===== src/hdl/ffsa_pkg.sv =====
// Shared types and constants for the first-fit slot run allocator.
package ffsa_pkg;

  localparam int ROW_W   = 8;
  localparam int ROW_LOG = 3;
  localparam int HS_W    = 8;
  localparam logic [HS_W-1:0] HS_RESET = 8'd64;

  localparam logic KIND_ALLOC = 1'b0;
  localparam logic KIND_FREE  = 1'b1;

  typedef enum logic [1:0] {
    ST_OK        = 2'd0,
    ST_NO_HEAP   = 2'd1,
    ST_BAD_COUNT = 2'd2,
    ST_WAS_FREE  = 2'd3
  } status_t;

  typedef struct packed {
    logic       kind;
    logic [7:0] count;
    logic [9:0] free_offset;
  } req_t;

  typedef struct packed {
    status_t    status;
    logic [9:0] offset;
    logic [2:0] heap_number;
    logic [6:0] local_index;
    logic       grew;
  } rsp_t;

  typedef enum logic [1:0] {
    PASS_CLEAR = 2'd0,
    PASS_FREE  = 2'd1,
    PASS_GROW  = 2'd2,
    PASS_MARK  = 2'd3
  } pass_sel_t;

  typedef enum logic [1:0] {
    RSP_ALLOC   = 2'd0,
    RSP_FREE    = 2'd1,
    RSP_BAD     = 2'd2,
    RSP_NO_HEAP = 2'd3
  } rsp_sel_t;

  typedef struct packed {
    logic      scan_start;
    logic      pass_start;
    pass_sel_t pass_sel;
    logic      grow;
    logic      div_start;
    logic      rsp_req;
    rsp_sel_t  rsp_sel;
  } cmd_t;

  typedef struct packed {
    logic bad_count;
    logic is_free;
    logic bitmap_empty;
    logic heaps_full;
    logic scan_done;
    logic scan_hit;
    logic pass_done;
    logic div_done;
    logic out_free;
  } stat_t;

endpackage


===== src/hdl/first_fit_slot_run_allocator.sv =====
// Top level of the first-fit slot run allocator.
// One request at a time. After reset a clearing pass writes the bitmap
// memory one row of 8 slots a cycle with in_stall high. An allocate runs
// a row-wise first-fit scan over the bitmap in use (total = heaps in use *
// heap_size), then marks the run; when the scan finds no run or the bitmap
// is empty, a heap is added and its rows are cleared before the mark; then
// the heap/local split is made by repeated subtraction. A full bitmap at
// the defaults holds 512 slots. A free clears its range of the bitmap; a
// bad count is answered without a pass over the bitmap. The memory reads
// one row and writes one row per cycle. The result sits in an output
// register, so the next request is taken while the previous result is
// still stalled.
module first_fit_slot_run_allocator #(
  parameter int MAX_HEAPS      = 8,
  parameter int MAX_HEAP_SLOTS = 128
) (
  input  logic                      clk,
  input  logic                      rst_n,
  input  logic                      in_valid,
  output logic                      in_stall,
  input  ffsa_pkg::req_t            in_req,
  output logic                      out_valid,
  input  logic                      out_stall,
  output ffsa_pkg::rsp_t            out_rsp,
  input  logic                      cfg_valid,
  output logic                      cfg_ready,
  input  logic [ffsa_pkg::HS_W-1:0] cfg_data
);

  ffsa_pkg::cmd_t  cmd;
  ffsa_pkg::stat_t stat;
  logic            in_accept;

  assign in_accept = in_valid && !in_stall;
  assign cfg_ready = 1'b1;

  ffsa_ctrl u_ctrl (
    .clk       (clk),
    .rst_n     (rst_n),
    .in_accept (in_accept),
    .stat      (stat),
    .cmd       (cmd),
    .in_stall  (in_stall)
  );

  ffsa_dpath #(
    .MAX_HEAPS      (MAX_HEAPS),
    .MAX_HEAP_SLOTS (MAX_HEAP_SLOTS)
  ) u_dpath (
    .clk       (clk),
    .rst_n     (rst_n),
    .in_accept (in_accept),
    .in_req    (in_req),
    .cfg_we    (cfg_valid && cfg_ready),
    .cfg_data  (cfg_data),
    .cmd       (cmd),
    .stat      (stat),
    .out_stall (out_stall),
    .out_valid (out_valid),
    .out_rsp   (out_rsp)
  );

endmodule


===== src/hdl/ffsa_div.sv =====
// Repeated-subtraction divider giving heap number and local index of a slot.
module ffsa_div #(
  parameter int PW = 12,
  parameter int HW = 4
) (
  input  logic                      clk,
  input  logic                      rst_n,
  input  logic                      start,
  input  logic [PW-1:0]             dividend,
  input  logic [ffsa_pkg::HS_W-1:0] divisor,
  output logic                      done,
  output logic [HW-1:0]             quo,
  output logic [ffsa_pkg::HS_W-1:0] rem
);

  logic          busy_r;
  logic [PW-1:0] rem_r;
  logic [HW-1:0] quo_r;
  logic          ge;

  assign ge   = rem_r >= PW'(divisor);
  assign done = busy_r && !ge;
  assign quo  = quo_r;
  assign rem  = ffsa_pkg::HS_W'(rem_r);

  always_ff @(posedge clk) begin
    if (!rst_n) begin
      busy_r <= 1'b0;
    end else if (start) begin
      busy_r <= 1'b1;
    end else if (busy_r && !ge) begin
      busy_r <= 1'b0;
    end
  end

  always_ff @(posedge clk) begin
    if (start) begin
      rem_r <= dividend;
      quo_r <= '0;
    end else if (busy_r && ge) begin
      rem_r <= rem_r - PW'(divisor);
      quo_r <= quo_r + HW'(1);
    end
  end

endmodule


===== src/hdl/ffsa_dpath.sv =====
// Datapath: slot bitmap memory, run scan, range passes, heap count and result register.
module ffsa_dpath #(
  parameter int MAX_HEAPS      = 8,
  parameter int MAX_HEAP_SLOTS = 128
) (
  input  logic                      clk,
  input  logic                      rst_n,
  input  logic                      in_accept,
  input  ffsa_pkg::req_t            in_req,
  input  logic                      cfg_we,
  input  logic [ffsa_pkg::HS_W-1:0] cfg_data,
  input  ffsa_pkg::cmd_t            cmd,
  output ffsa_pkg::stat_t           stat,
  input  logic                      out_stall,
  output logic                      out_valid,
  output ffsa_pkg::rsp_t            out_rsp
);

  localparam int RW    = ffsa_pkg::ROW_W;
  localparam int RL    = ffsa_pkg::ROW_LOG;
  localparam int TOTAL = MAX_HEAPS * MAX_HEAP_SLOTS;
  localparam int ROWS  = (TOTAL + RW - 1) / RW;
  localparam int RAW   = (ROWS > 1) ? $clog2(ROWS) : 1;
  localparam int RCW   = $clog2(ROWS + 1);
  localparam int PW    = $clog2(TOTAL + 2048);
  localparam int HW    = $clog2(MAX_HEAPS + 1);
  localparam int HSW   = ffsa_pkg::HS_W;

  // bitmap memory
  logic [RW-1:0]  mem [ROWS];
  logic [RW-1:0]  rd_data_r;
  logic [RAW-1:0] rd_addr;

  logic [HSW-1:0] hs_cfg_r;
  logic [HSW-1:0] hs_eff;
  logic [HSW-1:0] hs_r;
  logic [HW-1:0]  heaps_r;
  ffsa_pkg::req_t req_r;
  logic [PW-1:0]  total_r;
  logic [PW-1:0]  start_r;
  logic           grew_r;

  logic [PW-1:0]  free_end, free_hi, free_lo;
  logic           free_out;

  logic [PW-1:0]  pass_lo, pass_hi;
  logic [PW-1:0]  pass_lo_r, pass_hi_r;
  logic           pass_set_r;
  logic           pass_act_r;
  logic           pass_nil_r;
  logic [RCW-1:0] pass_row_r, pass_last_r;
  logic           wr_v_r;
  logic [RCW-1:0] wr_row_r;
  logic           flag_r;
  logic [RW-1:0]  wr_bits;
  logic           hole_c;
  logic           in_rng;
  logic [PW-1:0]  wpos_c;

  logic           scan_act_r, scan_vld_r;
  logic [RCW-1:0] scan_row_r, proc_row_r;
  logic [7:0]     run_r;
  logic           scan_issue;
  logic [7:0]     run_c;
  logic           hit_c;
  logic [PW-1:0]  end_c, pos_c;
  logic           scan_last;
  logic           scan_done;

  logic           div_done;
  logic [HW-1:0]  div_quo;
  logic [HSW-1:0] div_rem;

  logic           out_valid_r;
  ffsa_pkg::rsp_t out_rsp_r;
  ffsa_pkg::rsp_t rsp_nxt;
  logic           out_free;
  logic           rsp_load;

  always_comb begin
    if (hs_cfg_r == '0) begin
      hs_eff = HSW'(1);
    end else if (int'(hs_cfg_r) > MAX_HEAP_SLOTS) begin
      hs_eff = HSW'(MAX_HEAP_SLOTS);
    end else begin
      hs_eff = hs_cfg_r;
    end
  end

  // free range clipped to the bitmap in use
  assign free_end = PW'(req_r.free_offset) + PW'(req_r.count);
  assign free_out = free_end > total_r;
  assign free_hi  = free_out ? total_r : free_end;
  assign free_lo  = (PW'(req_r.free_offset) > free_hi) ? free_hi : PW'(req_r.free_offset);

  always_comb begin
    case (cmd.pass_sel)
      ffsa_pkg::PASS_CLEAR: begin
        pass_lo = '0;
        pass_hi = PW'(ROWS * RW);
      end
      ffsa_pkg::PASS_FREE: begin
        pass_lo = free_lo;
        pass_hi = free_hi;
      end
      ffsa_pkg::PASS_GROW: begin
        pass_lo = total_r;
        pass_hi = total_r + PW'(hs_r);
      end
      default: begin
        pass_lo = start_r;
        pass_hi = start_r + PW'(req_r.count);
      end
    endcase
  end

  always_comb begin
    hole_c  = 1'b0;
    wr_bits = '0;
    in_rng  = 1'b0;
    wpos_c  = '0;
    for (int j = 0; j < RW; j++) begin
      wpos_c     = (PW'(wr_row_r) << RL) | PW'(j);
      in_rng     = (wpos_c >= pass_lo_r) && (wpos_c < pass_hi_r);
      wr_bits[j] = in_rng ? pass_set_r : rd_data_r[j];
      if (in_rng && !rd_data_r[j]) begin
        hole_c = 1'b1;
      end
    end
  end

  // run count over one row, carried from the previous row
  always_comb begin
    run_c = run_r;
    hit_c = 1'b0;
    end_c = '0;
    pos_c = '0;
    for (int j = 0; j < RW; j++) begin
      pos_c = (PW'(proc_row_r) << RL) | PW'(j);
      if (!hit_c && pos_c < total_r) begin
        if (rd_data_r[j]) begin
          run_c = '0;
        end else begin
          run_c = run_c + 8'd1;
          if (run_c == req_r.count) begin
            hit_c = 1'b1;
            end_c = pos_c;
          end
        end
      end
    end
  end

  assign scan_issue = scan_act_r && ((PW'(scan_row_r) << RL) < total_r);
  assign scan_last  = ((PW'(proc_row_r) + PW'(1)) << RL) >= total_r;
  assign scan_done  = scan_vld_r && (hit_c || scan_last);
  assign rd_addr    = pass_act_r ? pass_row_r[RAW-1:0] : scan_row_r[RAW-1:0];

  always_ff @(posedge clk) begin
    if (wr_v_r) begin
      mem[wr_row_r[RAW-1:0]] <= wr_bits;
    end
    rd_data_r <= mem[rd_addr];
  end

  always_ff @(posedge clk) begin
    if (!rst_n) begin
      hs_cfg_r    <= ffsa_pkg::HS_RESET;
      heaps_r     <= '0;
      pass_act_r  <= 1'b0;
      pass_nil_r  <= 1'b0;
      wr_v_r      <= 1'b0;
      scan_act_r  <= 1'b0;
      scan_vld_r  <= 1'b0;
      out_valid_r <= 1'b0;
    end else begin
      if (cfg_we) begin
        hs_cfg_r <= cfg_data;
      end
      if (cmd.grow) begin
        heaps_r <= heaps_r + HW'(1);
      end

      pass_nil_r <= 1'b0;
      wr_v_r     <= pass_act_r;
      if (cmd.pass_start) begin
        pass_act_r <= pass_lo < pass_hi;
        pass_nil_r <= !(pass_lo < pass_hi);
      end else if (pass_act_r && pass_row_r == pass_last_r) begin
        pass_act_r <= 1'b0;
      end

      if (cmd.scan_start) begin
        scan_act_r <= 1'b1;
        scan_vld_r <= 1'b0;
      end else if (scan_done) begin
        scan_act_r <= 1'b0;
        scan_vld_r <= 1'b0;
      end else begin
        scan_vld_r <= scan_issue;
        if (!scan_issue) begin
          scan_act_r <= 1'b0;
        end
      end

      if (rsp_load) begin
        out_valid_r <= 1'b1;
      end else if (!out_stall) begin
        out_valid_r <= 1'b0;
      end
    end
  end

  always_ff @(posedge clk) begin
    if (in_accept) begin
      req_r   <= in_req;
      hs_r    <= hs_eff;
      total_r <= PW'(heaps_r) * PW'(hs_eff);
      grew_r  <= 1'b0;
    end
    if (cmd.grow) begin
      start_r <= total_r;
      grew_r  <= 1'b1;
    end else if (scan_done && hit_c) begin
      start_r <= end_c + PW'(1) - PW'(req_r.count);
    end

    if (cmd.pass_start) begin
      pass_lo_r   <= pass_lo;
      pass_hi_r   <= pass_hi;
      pass_set_r  <= cmd.pass_sel == ffsa_pkg::PASS_MARK;
      pass_row_r  <= RCW'(pass_lo >> RL);
      pass_last_r <= RCW'((pass_hi - PW'(1)) >> RL);
      flag_r      <= (cmd.pass_sel == ffsa_pkg::PASS_FREE) && free_out;
    end else begin
      if (pass_act_r) begin
        pass_row_r <= pass_row_r + RCW'(1);
      end
      if (wr_v_r && hole_c) begin
        flag_r <= 1'b1;
      end
    end
    wr_row_r <= pass_row_r;

    if (cmd.scan_start) begin
      scan_row_r <= '0;
      run_r      <= '0;
    end else begin
      if (scan_issue) begin
        scan_row_r <= scan_row_r + RCW'(1);
      end
      if (scan_vld_r) begin
        run_r <= run_c;
      end
    end
    proc_row_r <= scan_row_r;

    if (rsp_load) begin
      out_rsp_r <= rsp_nxt;
    end
  end

  ffsa_div #(
    .PW(PW),
    .HW(HW)
  ) u_div (
    .clk      (clk),
    .rst_n    (rst_n),
    .start    (cmd.div_start),
    .dividend (start_r),
    .divisor  (hs_r),
    .done     (div_done),
    .quo      (div_quo),
    .rem      (div_rem)
  );

  always_comb begin
    rsp_nxt = '0;
    case (cmd.rsp_sel)
      ffsa_pkg::RSP_ALLOC: begin
        rsp_nxt.status      = ffsa_pkg::ST_OK;
        rsp_nxt.offset      = 10'(start_r);
        rsp_nxt.heap_number = 3'(div_quo);
        rsp_nxt.local_index = 7'(div_rem);
        rsp_nxt.grew        = grew_r;
      end
      ffsa_pkg::RSP_FREE: begin
        rsp_nxt.status = flag_r ? ffsa_pkg::ST_WAS_FREE : ffsa_pkg::ST_OK;
      end
      ffsa_pkg::RSP_BAD: begin
        rsp_nxt.status = ffsa_pkg::ST_BAD_COUNT;
      end
      default: begin
        rsp_nxt.status = ffsa_pkg::ST_NO_HEAP;
      end
    endcase
  end

  assign out_free  = !out_valid_r || !out_stall;
  assign rsp_load  = cmd.rsp_req && out_free;
  assign out_valid = out_valid_r;
  assign out_rsp   = out_rsp_r;

  assign stat.bad_count    = (req_r.count == '0) || (req_r.count > hs_r);
  assign stat.is_free      = req_r.kind == ffsa_pkg::KIND_FREE;
  assign stat.bitmap_empty = total_r == '0;
  assign stat.heaps_full   = heaps_r == HW'(MAX_HEAPS);
  assign stat.scan_done    = scan_done;
  assign stat.scan_hit     = scan_done && hit_c;
  assign stat.pass_done    = (wr_v_r && wr_row_r == pass_last_r) || pass_nil_r;
  assign stat.div_done     = div_done;
  assign stat.out_free     = out_free;

  a_scan_pass_apart: assert property (@(posedge clk) disable iff (!rst_n)
    !(pass_act_r && scan_act_r))
    else $error("scan and range pass active together");

  a_hit_in_bitmap: assert property (@(posedge clk) disable iff (!rst_n)
    stat.scan_hit |=> (start_r + PW'(req_r.count)) <= total_r)
    else $error("found run extends beyond bitmap in use");

  a_grow_room: assert property (@(posedge clk) disable iff (!rst_n)
    cmd.grow |-> heaps_r < HW'(MAX_HEAPS))
    else $error("heap added with all heaps in use");

  a_div_exact: assert property (@(posedge clk) disable iff (!rst_n)
    div_done |-> (PW'(div_quo) * PW'(hs_r) + PW'(div_rem)) == start_r)
    else $error("heap number and local index do not rebuild the offset");

endmodule


===== src/hdl/ffsa_ctrl.sv =====
// Controller: sequences the clearing pass, check, scan, grow, mark, free, divide and result steps.
module ffsa_ctrl (
  input  logic            clk,
  input  logic            rst_n,
  input  logic            in_accept,
  input  ffsa_pkg::stat_t stat,
  output ffsa_pkg::cmd_t  cmd,
  output logic            in_stall
);

  typedef enum logic [3:0] {
    S_CLEAR,
    S_IDLE,
    S_CHECK,
    S_SCAN,
    S_GROW,
    S_MARK,
    S_FREE,
    S_DIV,
    S_RESP
  } state_t;

  state_t         state_r;
  ffsa_pkg::cmd_t cmd_r;
  logic           stall_r;

  assign cmd      = cmd_r;
  assign in_stall = stall_r;

  always_ff @(posedge clk) begin
    if (!rst_n) begin
      state_r          <= S_CLEAR;
      cmd_r            <= '0;
      cmd_r.pass_start <= 1'b1;
      cmd_r.pass_sel   <= ffsa_pkg::PASS_CLEAR;
      stall_r          <= 1'b1;
    end else begin
      cmd_r.scan_start <= 1'b0;
      cmd_r.pass_start <= 1'b0;
      cmd_r.grow       <= 1'b0;
      cmd_r.div_start  <= 1'b0;
      unique case (state_r)
        S_CLEAR: begin
          if (stat.pass_done) begin
            state_r <= S_IDLE;
            stall_r <= 1'b0;
          end
        end
        S_IDLE: begin
          if (in_accept) begin
            state_r <= S_CHECK;
            stall_r <= 1'b1;
          end
        end
        S_CHECK: begin
          if (stat.bad_count) begin
            state_r       <= S_RESP;
            cmd_r.rsp_req <= 1'b1;
            cmd_r.rsp_sel <= ffsa_pkg::RSP_BAD;
          end else if (stat.is_free) begin
            state_r          <= S_FREE;
            cmd_r.pass_start <= 1'b1;
            cmd_r.pass_sel   <= ffsa_pkg::PASS_FREE;
          end else if (!stat.bitmap_empty) begin
            state_r          <= S_SCAN;
            cmd_r.scan_start <= 1'b1;
          end else if (stat.heaps_full) begin
            state_r       <= S_RESP;
            cmd_r.rsp_req <= 1'b1;
            cmd_r.rsp_sel <= ffsa_pkg::RSP_NO_HEAP;
          end else begin
            state_r          <= S_GROW;
            cmd_r.grow       <= 1'b1;
            cmd_r.pass_start <= 1'b1;
            cmd_r.pass_sel   <= ffsa_pkg::PASS_GROW;
          end
        end
        S_SCAN: begin
          if (stat.scan_done) begin
            if (stat.scan_hit) begin
              state_r          <= S_MARK;
              cmd_r.pass_start <= 1'b1;
              cmd_r.pass_sel   <= ffsa_pkg::PASS_MARK;
            end else if (stat.heaps_full) begin
              state_r       <= S_RESP;
              cmd_r.rsp_req <= 1'b1;
              cmd_r.rsp_sel <= ffsa_pkg::RSP_NO_HEAP;
            end else begin
              state_r          <= S_GROW;
              cmd_r.grow       <= 1'b1;
              cmd_r.pass_start <= 1'b1;
              cmd_r.pass_sel   <= ffsa_pkg::PASS_GROW;
            end
          end
        end
        S_GROW: begin
          if (stat.pass_done) begin
            state_r          <= S_MARK;
            cmd_r.pass_start <= 1'b1;
            cmd_r.pass_sel   <= ffsa_pkg::PASS_MARK;
          end
        end
        S_MARK: begin
          if (stat.pass_done) begin
            state_r         <= S_DIV;
            cmd_r.div_start <= 1'b1;
          end
        end
        S_DIV: begin
          if (stat.div_done) begin
            state_r       <= S_RESP;
            cmd_r.rsp_req <= 1'b1;
            cmd_r.rsp_sel <= ffsa_pkg::RSP_ALLOC;
          end
        end
        S_FREE: begin
          if (stat.pass_done) begin
            state_r       <= S_RESP;
            cmd_r.rsp_req <= 1'b1;
            cmd_r.rsp_sel <= ffsa_pkg::RSP_FREE;
          end
        end
        S_RESP: begin
          if (stat.out_free) begin
            state_r       <= S_IDLE;
            cmd_r.rsp_req <= 1'b0;
            stall_r       <= 1'b0;
          end
        end
        default: begin
          state_r <= S_IDLE;
          stall_r <= 1'b0;
        end
      endcase
    end
  end

endmodule

===== config.mk =====
export PLATFORM = sky130hd
export DESIGN_NAME = first_fit_slot_run_allocator
export DESIGN_NICKNAME = d
export VERILOG_FILES = /design/src/hdl/ffsa_pkg.sv /design/src/hdl/first_fit_slot_run_allocator.sv /design/src/hdl/ffsa_div.sv /design/src/hdl/ffsa_dpath.sv /design/src/hdl/ffsa_ctrl.sv
export SDC_FILE = /design/constraint.sdc
export NUM_CORES = 2
export LEC_CHECK = 0
export BUFFER_PORTS_ARGS = -buffer_cell sky130_fd_sc_hd__buf_2
export CORE_ASPECT_RATIO = 2
export CORE_UTILIZATION = 45
export CTS_CLUSTER_DIAMETER = 200
export DETAILED_ROUTE_END_ITERATION = 12
export SKIP_CTS_REPAIR_TIMING = 1
export SLEW_MARGIN = 15
export SYNTH_ARGS = -nofsm -noshare
export SYNTH_HDL_FRONTEND = slang
export SYNTH_SLANG_ARGS = --single-unit
export TNS_END_PERCENT = 20

===== constraint.sdc =====
create_clock -name clk -period 34.8 [get_ports clk]
set_clock_uncertainty 0.15 [all_clocks]
set_input_delay 3.48 -clock clk [delete_from_list [all_inputs] [get_ports clk]]
set_output_delay 3.48 -clock clk [all_outputs]
set_load 0.01 [all_outputs]

==> run metrics <==
main area contributors after synthesis edfxtp_1, mux4_2, ha_1; EDFF count, synth 1152; result of the run completed; Fmax 65.0 MHz; clock-pin slew on the worst setup and hold paths 0.08 ns; share of post-route cells with drive strength above 1 15.5%; iteration-0 DRC count of the detailed router 2549; Avg Synthesized Cell Area 14.2 µm²; TritonCTS Sinks 1229; filler-free cell count of the finished design 5926; # IOs 58; slowest stage delay, CP between 0.9 and 1 ns; number of standard cells after synthesis between 4000 and 5000; routed wire length 163 mm; count of port buffers added during placement 56; slowest cell on the critical path a311oi_1; DP HPWL around 110 mm; Initial Utilization 45.2%; CTS H-Tree Depth 3; Yosys warning count 0; remaining antenna violation count 0; TritonCTS clock tree yes; pwr dens just over 70 nW/µm²; startpoint-to-endpoint class of the critical path reg2reg; top-area cell type share of the netlist area 59.0%; global-route wire length before repair 241 mm; FF+latch area roughly 36000 µm²; number of standard-cell rows in the floorplan 187; detailed-route via count approximately 36000; Post-synth ARST share 0%; most area-hungry cell type in the Yosys netlist edfxtp_1; Max-Slew Margin vs Limit 22.6%; pin count of the biggest net entering global routing 129; number of CTS-inserted buffers 104; filler cell count between 10000 and 15000; buffer levels on the longest clock path 3; number of optimization iterations in the first detailed-route pass 6; worst vdd rail ir drop 43.6 µV; commonest register cell after synthesis edfxtp_1; total of flip-flops plus latches after synthesis 1229; worst-path fanout max 20; wire length per cell after detailed routing 27.5 µm; Netlist Area Pre-Place 58600 µm²; root buffer cell clkbuf_16; P&R area growth vs syn 9.93%; remaining global-route overflow 0; full die area 132000 µm²; final number of max-transition violations 0; cell repeated most along the worst path ha_1; clock network latency to the later pin of the worst-skew pair 0.73 ns; DRC violations left 0; required time at the worst-slack endpoint ~35 ns; launch instance of the worst min-delay path u_dpath.scan_row_r[7]; leakage power 21.8 nW; number of antenna violations at the first check in global routing 1; launching element of the worst setup path u_dpath.total_r[8]; mean number of vias per cell 6.01; total nets after synthesis 4330; number of nets at the end of the flow 4347; die outline width 257 µm; actual transition at the worst max-transition pin 1.15 ns; setup repair after global routing missed its margin false; Die Span Y 512 µm; max capacitance violation total 0; area inside the core boundary 130000 µm²; count of final hold-check violations 0; Synth cell types 113; portion of the post-synthesis area used by sequential elements 61.6%; Critical Path Source Type flop; share of the clock period used by the worst path 44.2%; Final Util 49.7%; Final min period 15.38 ns; WP data arrival 15.70 ns; Worst R2R Start u_dpath.total_r[8]; number of cells in the design after placement between 5000 and 6000; GP Congestion roughly 0.97; area taken by multi-input logic gates roughly 21000 µm²; Critical Path End Type flop; number of global-route vias before repair around 37000; overall global routing resource usage 24.9%; total of endpoints with negative setup slack in the final report 0; class of the tightest hold or removal check reg2reg; accumulated negative setup slack 0 ns
[flip-flops by register name (all words and copies together), names as in the netlist, 9 cells and up]
signal               cells
u_dpath.start_r         12
u_dpath.pass_lo_r       12
u_dpath.req_r           18
u_dpath.total_r         12
u_ctrl.cmd               9
u_dpath.out_rsp         23
u_dpath.pass_hi_r       12
u_dpath.u_div.rem_r     12
u_dpath.mem           1024
[metrics by stage]
stage / power (mW) / worst slack, ns / area (µm²) / hold slack, ns
5_1_grt: 4.79 / 18.36 / 64400 / 0.271
3_5_place_dp: 3.42 / 19.46 / 60900 / 0.234
2_1_floorplan: 2.93 / 22.32 / 58600 / 0.196
4_1_cts: 4.63 / 19.46 / 64400 / 0.247
6_report: 4.60 / 19.42 / 64400 / 0.251
3_3_place_gp: 3.40 / 19.73 / 60900 / 0.230
[routing by layer]
| layer | wire (µm) | part of all wire [%] | vias to the layer above | GRT usage, % |
|---|---|---|---|---|
| met4 | 13600 | 8.3 | 0 | 18.5 |
| met3 | 6380 | 3.9 | 473 | 2.89 |
| met5 | 0 | 0 | - | 0 |
| met1 | 52200 | 32 | 18100 | 24.2 |
| li1 | - | - | 16000 | - |
| met2 | 90800 | 56 | 1123 | 47.6 |
[final timing paths]
kind / depth (start not counted) / to / slack (ns)
max reg2reg: 54 / u_dpath.start_r[11] / 19.42
max: 54 / u_dpath.start_r[11] / 19.42
min reg2reg: 0 / u_dpath.proc_row_r[7] / 0.25
min: 0 / u_dpath.proc_row_r[7] / 0.25
[layout by cell type (no fill, tap or decap), types with 72 or more instances in the layout]
| cell type | synthesis | final |
|---|---|---|
| nor2_1 | 276 | 276 |
| edfxtp_1 | 1152 | 1152 |
| a21oi_1 | 160 | 160 |
| nand2_1 | 318 | 318 |
| o21ai_0 | 134 | 131 |
| clkbuf_16 | 0 | 105 |
| and2_1 | 114 | 113 |
| buf_4 | 6 | 72 |
| xnor2_1 | 127 | 127 |
| mux4_2 | 256 | 256 |
| inv_1 | 147 | 146 |
| ha_1 | 164 | 164 |
| dfxtp_1 | 77 | 75 |
| a211oi_1 | 110 | 110 |
[critical path, delay by kind of cell, from the launching register on]
family | cells | cell delay (ns)
xor gates and xnor gates | 4 | 0.97
AOI/OAI and AO/OA | 21 | 6.30
muxes | 3 | 1.20
buffers and inverters | 4 | 0.59
DFF | 1 | 0.44
and+or+nand+nor | 15 | 3.20
adders and majority gates | 7 | 2.28
[area by class of cell]
class,count,area share (%)
flip-flops and latches,1229,56.1
diodes,1,0.00388
multi-input cells,2515,32.8
clock inverters,79,1.36
well taps,1701,3.30
clock buffers,117,4.15
inverters,152,0.885
repair buffers,132,1.40
[synth_stat cells, drive strengths merged (8+ instances only)]
| library cell | count |
|---|---|
| xnor2 | 127 |
| or3 | 12 |
| mux2 | 25 |
| clkbuf | 158 |
| a211oi | 114 |
| xor2 | 41 |
| nor3 | 57 |
| a2111oi | 12 |
| o211a | 11 |
| a31oi | 45 |
| nor4 | 25 |
| o21a | 18 |
| nand3b | 8 |
| a22oi | 13 |
| and3 | 31 |
| nand2b | 34 |
| edfxtp | 1152 |
| nand3 | 63 |
| or2 | 9 |
| fa | 17 |
| a21o | 43 |
| a21oi | 164 |
| mux2i | 45 |
| nand2 | 321 |
| dfxtp | 77 |
| o21ai | 145 |
| o211ai | 20 |
| mux4 | 256 |
| and4 | 9 |
| o31ai | 10 |
| a221oi | 9 |
| inv | 149 |
| a311oi | 36 |
| buf | 63 |
| nand4 | 40 |
| nor2b | 51 |
| nor2 | 276 |
| and2 | 114 |
| ha | 164 |
| o21bai | 19 |
| o22ai | 11 |
[cell families after synthesis]
kind of cell	after synthesis	share of synthesized area, %
and+or+nand+nor	1081	9.02
other	1	0.00640
AOI/OAI and AO/OA	753	8.95
DFF	1229	61.6
muxes	326	11.1
xor gates and xnor gates	173	2.71
adders and majority gates	181	4.08
buffers and inverters	373	2.49
[where the power goes]
| part | internal [mW] | switching, mW | total, mW |
|---|---|---|---|
| Combinational | 0.500 | 0.921 | 1.42 |
| Clock | 0.666 | 0.562 | 1.23 |
| Sequential | 1.88 | 0.0781 | 1.96 |
| Total | 3.04 | 1.56 | 4.60 |
(Power assumes the default switching activity.)
